$ cat src/assert_macros.svh
// Assertion helpers shared by the RTL.
`ifndef ASSERT_MACROS_SVH
`define ASSERT_MACROS_SVH

// same-cycle implication
`define ASSERT_IMPL(lbl, ck, rn, a, c) \
    lbl: assert property (@(posedge ck) disable iff (!rn) (a) |-> (c)) \
        else $error("assertion failed");

// next-cycle implication
`define ASSERT_NEXT(lbl, ck, rn, a, c) \
    lbl: assert property (@(posedge ck) disable iff (!rn) (a) |=> (c)) \
        else $error("assertion failed");

`endif

$ cat src/gske_pkg.sv
`timescale 1ns / 1ps

package gske_pkg;

    localparam int REPORT_KEYS = 24;
    localparam int BUTTON_KEYS = 14;

    localparam logic [1:0] KIND_KEY     = 2'd0;
    localparam logic [1:0] KIND_RELEASE = 2'd1;
    localparam logic [1:0] KIND_STATE   = 2'd2;
    localparam logic [1:0] KIND_STROKE  = 2'd3;

    localparam logic [1:0] ST_OK      = 2'd0;
    localparam logic [1:0] ST_EMPTY   = 2'd1;
    localparam logic [1:0] ST_NO_CONN = 2'd2;

    localparam int KEY_LT  = 14;
    localparam int KEY_RT  = 15;
    localparam int KEY_LXL = 16;
    localparam int KEY_LYU = 17;
    localparam int KEY_LXR = 18;
    localparam int KEY_LYD = 19;
    localparam int KEY_RXL = 20;
    localparam int KEY_RYU = 21;
    localparam int KEY_RXR = 22;
    localparam int KEY_RYD = 23;

    localparam int IN_DATA_W  = 24;
    localparam int OUT_DATA_W = 136;

    typedef struct packed {
        logic capture;
        logic commit;
    } cmd_t;

    function automatic logic [15:0] button_bit(input int i);
        logic [15:0] b;
        begin
            case (i)
                0:       b = 16'h0004;
                1:       b = 16'h0001;
                2:       b = 16'h0008;
                3:       b = 16'h0002;
                4:       b = 16'h1000;
                5:       b = 16'h2000;
                6:       b = 16'h4000;
                7:       b = 16'h8000;
                8:       b = 16'h0020;
                9:       b = 16'h0010;
                10:      b = 16'h0100;
                11:      b = 16'h0200;
                12:      b = 16'h0040;
                13:      b = 16'h0080;
                default: b = 16'h0000;
            endcase
            return b;
        end
    endfunction

    function automatic logic [15:0] axis_of(input logic [15:0] lv, input logic neg);
        logic [15:0] mag;
        begin
            mag = lv[15] ? (16'h0000 - lv) : lv;
            if (lv == 16'h8000)
                mag = 16'h7FFF;
            return neg ? (16'h0000 - mag) : mag;
        end
    endfunction

    function automatic logic [7:0] trig_of(input logic [15:0] lv);
        logic [7:0] t;
        begin
            if (lv[15])
                t = 8'd0;
            else if (lv > 16'd255)
                t = 8'd255;
            else
                t = lv[7:0];
            return t;
        end
    endfunction

endpackage

$ cat src/gamepad_state_and_keystroke_engine_top.sv
`timescale 1ns / 1ps
// A taken word is held in the capture registers, then its result goes to the output
// registers with m_tvalid; s_tready stays low until that table update and result load.
// The output register lets the next word in while a result waits, and a waiting
// result holds the following word in its update cycle.
// Reset: rst_n async, clears the key table, pending mask, packet counter and the
// output valid flag.

module gamepad_state_and_keystroke_engine_top
    import gske_pkg::*;
#(
    parameter int NUM_KEYS = 24
)
(
    input  logic                  clk,
    input  logic                  rst_n,
    input  logic                  s_tvalid,
    output logic                  s_tready,
    input  logic [IN_DATA_W-1:0]  s_tdata,   // user[1:0], key_sel[6:2], pressed[7], key_value[23:8]
    input  logic [1:0]            s_tuser,   // kind
    output logic                  m_tvalid,
    input  logic                  m_tready,
    output logic [OUT_DATA_W-1:0] m_tdata,   // pkt_count, buttons, trig_l,
                                             // trig_r, stick_lx, stick_ly, stick_rx,
                                             // stick_ry, stroke_key, stroke_flags
    output logic [1:0]            m_tuser    // status
);

    cmd_t cmd;

    gske_ctrl u_ctrl (
        .clk      (clk),
        .rst_n    (rst_n),
        .s_tvalid (s_tvalid),
        .s_tready (s_tready),
        .m_tvalid (m_tvalid),
        .m_tready (m_tready),
        .cmd      (cmd)
    );

    gske_dp #(
        .NUM_KEYS (NUM_KEYS)
    ) u_dp (
        .clk        (clk),
        .rst_n      (rst_n),
        .cmd        (cmd),
        .in_kind    (s_tuser),
        .in_data    (s_tdata),
        .out_status (m_tuser),
        .out_data   (m_tdata)
    );

endmodule

$ cat src/gske_ctrl.sv
`timescale 1ns / 1ps
`include "assert_macros.svh"

module gske_ctrl
    import gske_pkg::*;
(
    input  logic clk,
    input  logic rst_n,
    input  logic s_tvalid,
    output logic s_tready,
    output logic m_tvalid,
    input  logic m_tready,
    output cmd_t cmd
);

    typedef enum logic {
        IDLE,
        BUSY
    } state_t;

    state_t state_reg;
    logic   out_valid_reg;

    assign s_tready   = (state_reg == IDLE);
    assign m_tvalid   = out_valid_reg;
    assign cmd.capture = s_tvalid && s_tready;
    assign cmd.commit  = (state_reg == BUSY) && (!out_valid_reg || m_tready);

    always_ff @(posedge clk or negedge rst_n)
    begin
        if (!rst_n)
        begin
            state_reg     <= IDLE;
            out_valid_reg <= 1'b0;
        end
        else
        begin
            case (state_reg)
                IDLE:
                begin
                    if (m_tready)
                        out_valid_reg <= 1'b0;
                    if (cmd.capture)
                        state_reg <= BUSY;
                end
                BUSY:
                begin
                    if (cmd.commit)
                    begin
                        out_valid_reg <= 1'b1;
                        state_reg     <= IDLE;
                    end
                end
                default:
                begin
                    state_reg     <= IDLE;
                    out_valid_reg <= 1'b0;
                end
            endcase
        end
    end

    `ASSERT_NEXT(a_capture_busy, clk, rst_n, cmd.capture, state_reg == BUSY && !s_tready)
    `ASSERT_NEXT(a_commit_out, clk, rst_n, cmd.commit, out_valid_reg && state_reg == IDLE)
    `ASSERT_NEXT(a_out_hold, clk, rst_n, m_tvalid && !m_tready, m_tvalid)

endmodule

$ cat src/gske_dp.sv
`timescale 1ns / 1ps
`include "assert_macros.svh"

module gske_dp
    import gske_pkg::*;
#(
    parameter int NUM_KEYS = 24
)
(
    input  logic                  clk,
    input  logic                  rst_n,
    input  cmd_t                  cmd,
    input  logic [1:0]            in_kind,
    input  logic [IN_DATA_W-1:0]  in_data,
    output logic [1:0]            out_status,
    output logic [OUT_DATA_W-1:0] out_data
);

    localparam int KW = $clog2(NUM_KEYS);

    logic [1:0]  kind_reg;
    logic [1:0]  user_reg;
    logic [4:0]  idx_reg;
    logic        press_reg;
    logic [15:0] val_reg;

    logic [NUM_KEYS-1:0] down_reg, down_next;
    logic [NUM_KEYS-1:0] before_reg, before_next;
    logic [NUM_KEYS-1:0] pend_reg, pend_next;
    logic [15:0]         level_reg [NUM_KEYS];
    logic [15:0]         level_next [NUM_KEYS];
    logic [31:0]         count_reg, count_next;

    logic [1:0]  status_reg, status_next;
    logic [31:0] packet_reg, packet_next;
    logic [15:0] buttons_reg, buttons_next;
    logic [7:0]  lt_reg, lt_next, rt_reg, rt_next;
    logic [15:0] lx_reg, lx_next, ly_reg, ly_next, rx_reg, rx_next, ry_reg, ry_next;
    logic [4:0]  skey_reg, skey_next;
    logic [2:0]  sflags_reg, sflags_next;

    logic          found;
    logic [KW-1:0] pidx;
    logic [KW-1:0] ki;

    assign ki = idx_reg[KW-1:0];

    always_comb
    begin
        found = 1'b0;
        pidx  = '0;
        for (int i = NUM_KEYS - 1; i >= 0; i--)
        begin
            if (pend_reg[i])
            begin
                found = 1'b1;
                pidx  = KW'(i);
            end
        end
    end

    always_comb
    begin
        down_next   = down_reg;
        before_next = before_reg;
        pend_next   = pend_reg;
        level_next  = level_reg;
        count_next  = count_reg;
        status_next  = ST_OK;
        packet_next  = '0;
        buttons_next = '0;
        lt_next = '0;
        rt_next = '0;
        lx_next = '0;
        ly_next = '0;
        rx_next = '0;
        ry_next = '0;
        skey_next   = '0;
        sflags_next = '0;
        case (kind_reg)
            KIND_KEY:
            begin
                if ({1'b0, idx_reg} < 6'(NUM_KEYS))
                begin
                    before_next[ki] = down_reg[ki];
                    down_next[ki]   = press_reg;
                    level_next[ki]  = val_reg;
                    if (down_reg[ki] != press_reg)
                        pend_next[ki] = 1'b1;
                end
            end
            KIND_RELEASE:
            begin
                for (int i = 0; i < NUM_KEYS; i++)
                begin
                    if (down_reg[i])
                    begin
                        before_next[i] = 1'b1;
                        down_next[i]   = 1'b0;
                        level_next[i]  = '0;
                        pend_next[i]   = 1'b1;
                    end
                end
            end
            KIND_STATE:
            begin
                if (user_reg != 2'd0)
                    status_next = ST_NO_CONN;
                else
                begin
                    count_next  = count_reg + 32'd1;
                    packet_next = count_next;
                    for (int i = 0; i < BUTTON_KEYS; i++)
                    begin
                        if (down_reg[i])
                            buttons_next = buttons_next | button_bit(i);
                    end
                    if (down_reg[KEY_LT])
                        lt_next = trig_of(level_reg[KEY_LT]);
                    if (down_reg[KEY_RT])
                        rt_next = trig_of(level_reg[KEY_RT]);
                    if (down_reg[KEY_LXR])
                        lx_next = axis_of(level_reg[KEY_LXR], 1'b0);
                    else if (down_reg[KEY_LXL])
                        lx_next = axis_of(level_reg[KEY_LXL], 1'b1);
                    if (down_reg[KEY_LYD])
                        ly_next = axis_of(level_reg[KEY_LYD], 1'b1);
                    else if (down_reg[KEY_LYU])
                        ly_next = axis_of(level_reg[KEY_LYU], 1'b0);
                    if (down_reg[KEY_RXR])
                        rx_next = axis_of(level_reg[KEY_RXR], 1'b0);
                    else if (down_reg[KEY_RXL])
                        rx_next = axis_of(level_reg[KEY_RXL], 1'b1);
                    if (down_reg[KEY_RYD])
                        ry_next = axis_of(level_reg[KEY_RYD], 1'b1);
                    else if (down_reg[KEY_RYU])
                        ry_next = axis_of(level_reg[KEY_RYU], 1'b0);
                end
            end
            KIND_STROKE:
            begin
                if (user_reg != 2'd0)
                    status_next = ST_NO_CONN;
                else if (found)
                begin
                    pend_next[pidx] = 1'b0;
                    skey_next   = 5'(pidx);
                    sflags_next = {before_reg[pidx] == down_reg[pidx],
                                   !down_reg[pidx], down_reg[pidx]};
                end
                else
                    status_next = ST_EMPTY;
            end
            default:
            begin
                status_next = ST_OK;
            end
        endcase
    end

    always_ff @(posedge clk)
    begin
        if (cmd.capture)
        begin
            kind_reg  <= in_kind;
            user_reg  <= in_data[1:0];
            idx_reg   <= in_data[6:2];
            press_reg <= in_data[7];
            val_reg   <= in_data[23:8];
        end
        if (cmd.commit)
        begin
            status_reg  <= status_next;
            packet_reg  <= packet_next;
            buttons_reg <= buttons_next;
            lt_reg      <= lt_next;
            rt_reg      <= rt_next;
            lx_reg      <= lx_next;
            ly_reg      <= ly_next;
            rx_reg      <= rx_next;
            ry_reg      <= ry_next;
            skey_reg    <= skey_next;
            sflags_reg  <= sflags_next;
        end
    end

    always_ff @(posedge clk or negedge rst_n)
    begin
        if (!rst_n)
        begin
            down_reg   <= '0;
            before_reg <= '0;
            pend_reg   <= '0;
            count_reg  <= '0;
            for (int i = 0; i < NUM_KEYS; i++)
                level_reg[i] <= '0;
        end
        else if (cmd.commit)
        begin
            down_reg   <= down_next;
            before_reg <= before_next;
            pend_reg   <= pend_next;
            count_reg  <= count_next;
            level_reg  <= level_next;
        end
    end

    assign out_status = status_reg;
    assign out_data   = {sflags_reg, skey_reg, ry_reg, rx_reg, ly_reg, lx_reg,
                         rt_reg, lt_reg, buttons_reg, packet_reg};

    `ASSERT_NEXT(a_release_clears, clk, rst_n, cmd.commit && kind_reg == KIND_RELEASE, !(|down_reg))
    `ASSERT_NEXT(a_count_hold, clk, rst_n, cmd.commit && kind_reg != KIND_STATE, count_reg == $past(count_reg))
    `ASSERT_IMPL(a_key_status, clk, rst_n, cmd.commit && kind_reg == KIND_KEY, status_next == ST_OK)

endmodule
$ cat config.mk
export PLATFORM = sky130hd
export DESIGN_NAME = gamepad_state_and_keystroke_engine_top
export DESIGN_NICKNAME = d
export VERILOG_FILES = /design/src/gske_pkg.sv /design/src/gamepad_state_and_keystroke_engine_top.sv /design/src/gske_ctrl.sv /design/src/gske_dp.sv
export VERILOG_INCLUDE_DIRS = /design/src /design/src/src
export SDC_FILE = /design/constraint.sdc
export NUM_CORES = 1
export LEC_CHECK = 0
export ABC_AREA = 1
export BUFFER_PORTS_ARGS = -buffer_cell sky130_fd_sc_hd__buf_2
export CORE_MARGIN = 4
export CORE_UTILIZATION = 55
export DETAILED_ROUTE_END_ITERATION = 10
export PLACE_DENSITY = 0.79
export SETUP_SLACK_MARGIN = 0.02
export SLEW_MARGIN = 0
export SYNTH_ARGS = -nofsm -noshare
export SYNTH_HDL_FRONTEND = slang
export SYNTH_HIERARCHICAL = 1
export SYNTH_SLANG_ARGS = --single-unit
$ cat constraint.sdc
create_clock -name clk -period 6.1 [get_ports clk]
set_clock_uncertainty 0.2 [all_clocks]
set_input_delay 0.305 -clock clk [delete_from_list [all_inputs] [get_ports clk]]
set_output_delay 0.305 -clock clk [all_outputs]
set_load 0.02 [all_outputs]
==> results.toml <==
[place]
numPortBuffers = 167
routabilityCongestion = 0.999
place_area_mm2 = 0.0247
dp_hpwl_um = 48200

[clock_tree]
htree_levels = 2
ctsHoldBuffers = 30
cts_resized = 0
clockBufferDepth = 3
root_buffer = "clkbuf_16"
tritoncts = "built"
cts_buffers = 46
path_clk_slew_ns = 0.06
post-cts-setup-buffer-count = 0
clock_latency_ns = 0.59
cts_sinks = 428

[sta]
period_needed_ns = 4.39
finalMaxSlewViolations = 0
hold_viol = 0
fmax_mhz = 228
setup_tns_ns = 0
max_slew_margin_pct = 10.9
worstMarginPinSlew_ns = 1.33
setup_viol = 0
rsz0062_at_grt = "false"
fin_crit_sh_pct = 72.0

[floorplan]
start_util_pct = 55.6
dieWidth_um = 214
io_pins = 170
die_y_um = 214
fp.dieArea_mm2 = 0.0458
rows = 75
fp.coreArea_mm2 = 0.0419

[worst_setup_path]
critPathSlowestCell = "nor2_1"
cp.required_ns = 6.38
startpoint_type = "register"
path_class = "reg2reg"
cp_max_fo = 19
worst_ep_arrival_time_ns = 4.67
worstSetupEndpointType = "register"
r2r_setup_slack_ns = 1.71
cp_num_buf_inv = 2
slowest_delay_ns = 0.72
path_cells = "nor2_1, nand2_1, nor2_1, inv_1, nand2_1, nand2_1, nor2_1, clkinv_1, o31ai_1"
crit_family = "simple AND/OR/NAND/NOR gates"

[global_route]
grt_max_degree = 138
grt_pass1_wl_um = 110000
use_met1_pct = 41.2
grt_usage_pct = 29.7
grt_pass1_vias = 20200
antenna_found_initial = 0
grt_overflow_total = 0
grt.met2_usage_pct = 46.8
gr-max-usage-layer = "met2"
use_met3_pct = 5.56

[logic_synthesis]
synth_seq_area_share_pct = 49.4
avgSynthCellArea_um2 = 8.06
synth.distinct_cells = 68
async_reset_ff_share_pct = 62.1
synthCells = 2894
yosys_warnings = 6
synth_area_mm2 = 0.0233
synthFlopType = "dfrtp_1"
synth_enable_flop_cells = 162
ys_ff_latch = 428

[route]
drc_errors = 0
ant_nets = 0
via_count = 21200
drt-vias-per-instance = 5.84
drt_first_pass_iters = 6
routedWlPerCell_um = 19.1
wl_um = 69600
first_iter_violations = 2379

[finish]
final_cell_area_mm2 = 0.0266
fill_cells = 3497
largest_register_ffs = 160
drive_above_1_share_pct = 10.7
nets = 3104
syn2layout_area_growth_pct = 13.8
antenna-diode-count = 0

[power]
p_per_area_mw_per_mm2 = 394
leakage_nw = 12.0
vdd_drop_max_v = 0.000244

[outcome]
status = "complete, no violations"

[worst_hold_path]
worstHoldPathType = "in2async"

[run]
cap_violations = 0
## layout by cell type, fill, tap and decap left out, types with 47 or more instances in the layout
master and instances:
nor3_1 47, edfxtp_1 162, xor2_1 78, nor2_1 351, buf_2 166, nand2_1 462, dfrtp_1 266, clkbuf_16 48
nand3_1 246, o21ai_0 306, inv_1 404, a21oi_1 139
## final cells by class
type	instances	area [um2]	share of cell area (%)
Timing Repair Buffer	220	1350	5.09
Clock inverter	20	225	0.848
Tap cell	539	674	2.54
Sequential cell	428	11500	43.4
Clock buffer	64	1340	5.05
Inverter	429	1610	6.07
Multi-Input combinational cell	1936	9820	37.0
## metal layers
metal	vias up	wire (um)
li1	9974	-
met2	1066	31500
met4	0	2810
met3	163	6450
met5	-	0
met1	10000	28800
## worst paths after layout
| path | depth (start not counted) | to | startpoint |
|---|---|---|---|
| worst max-delay path | 9 | u_dp/level_reg[68] | u_dp/idx_reg[3] |
| worst min-delay path | 2 | u_ctrl/state_reg | rst_n |
| worst max register to register | 9 | u_dp/level_reg[68] | u_dp/idx_reg[3] |
| worst min register to register | 2 | u_dp/level_reg[140] | u_dp/level_reg[140] |
| max in group asynchronous | 3 | u_dp/level_reg[153] | rst_n |
| min in group clk | 2 | u_dp/val_reg[11] | s_tdata[19] |
## worst register-to-register path, cell delays in order (launching register included)
cell and delay, ns:
edfxtp_1 0.43, nor2_1 0.30, nand2_1 0.24, nor2_1 0.71, inv_1 0.32, nand2_1 0.16, nand2_1 0.07, nor2_1 0.72
clkinv_1 0.72, o31ai_1 0.42
## Yosys cell counts, types with 19 or more instances
library cell | n | area share (%)
dfrtp_1 | 266 | 29
o31ai_1 | 39 | 1.3
xnor2_1 | 21 | 0.79
nor2_1 | 359 | 5.8
nand3_1 | 246 | 5.3
a21oi_1 | 140 | 3.0
xor2_1 | 78 | 2.9
inv_1 | 404 | 6.5
clkbuf_1 | 90 | 1.4
nor3_1 | 47 | 1.0
nand2_1 | 463 | 7.4
o22ai_1 | 19 | 0.51
nor4_1 | 28 | 0.75
edfxtp_1 | 162 | 21
nand4_1 | 38 | 1.0
o21ai_0 | 306 | 6.6
## report_power, final
group          internal [mW]  leakage (nW)  switching [mW]  total [mW]
logic                   1.12          6.17            2.56        3.68
clock network           1.68         0.765            1.19        2.87
registers               3.49          5.07           0.422        3.91
total                   6.29          12.0            4.17        10.5
## kinds of logic (layout without fill, tap and decap cells)
logic type / after synthesis / in the layout / synth area share [%]
compound gates: 585 / 585 / 14.1
xor+xnor: 99 / 99 / 3.72
fa+ha+maj: 13 / 13 / 0.697
buf+inv: 531 / 733 / 8.69
flops: 428 / 428 / 49.4
other cells: 1 / 2 / 0.0161
simple gates: 1237 / 1237 / 23.4
## per-stage QoR
step	std cells	util, %	power, mW	hold WS (ns)	worst slack [ns]
6_report	3636	63.3	10.5	0.114	1.71
4_1_cts	3635	63.3	10.4	0.137	1.82
3_3_place_gp	3521	58.8	7.40	0.158	1.95
2_1_floorplan	2895	-	6.53	-0.191	1.34
5_1_grt	3636	63.3	11.1	0.197	1.39
3_5_place_dp	3521	58.8	7.51	0.168	1.88
No activity file was read; power rests on OpenSTA's default activity.
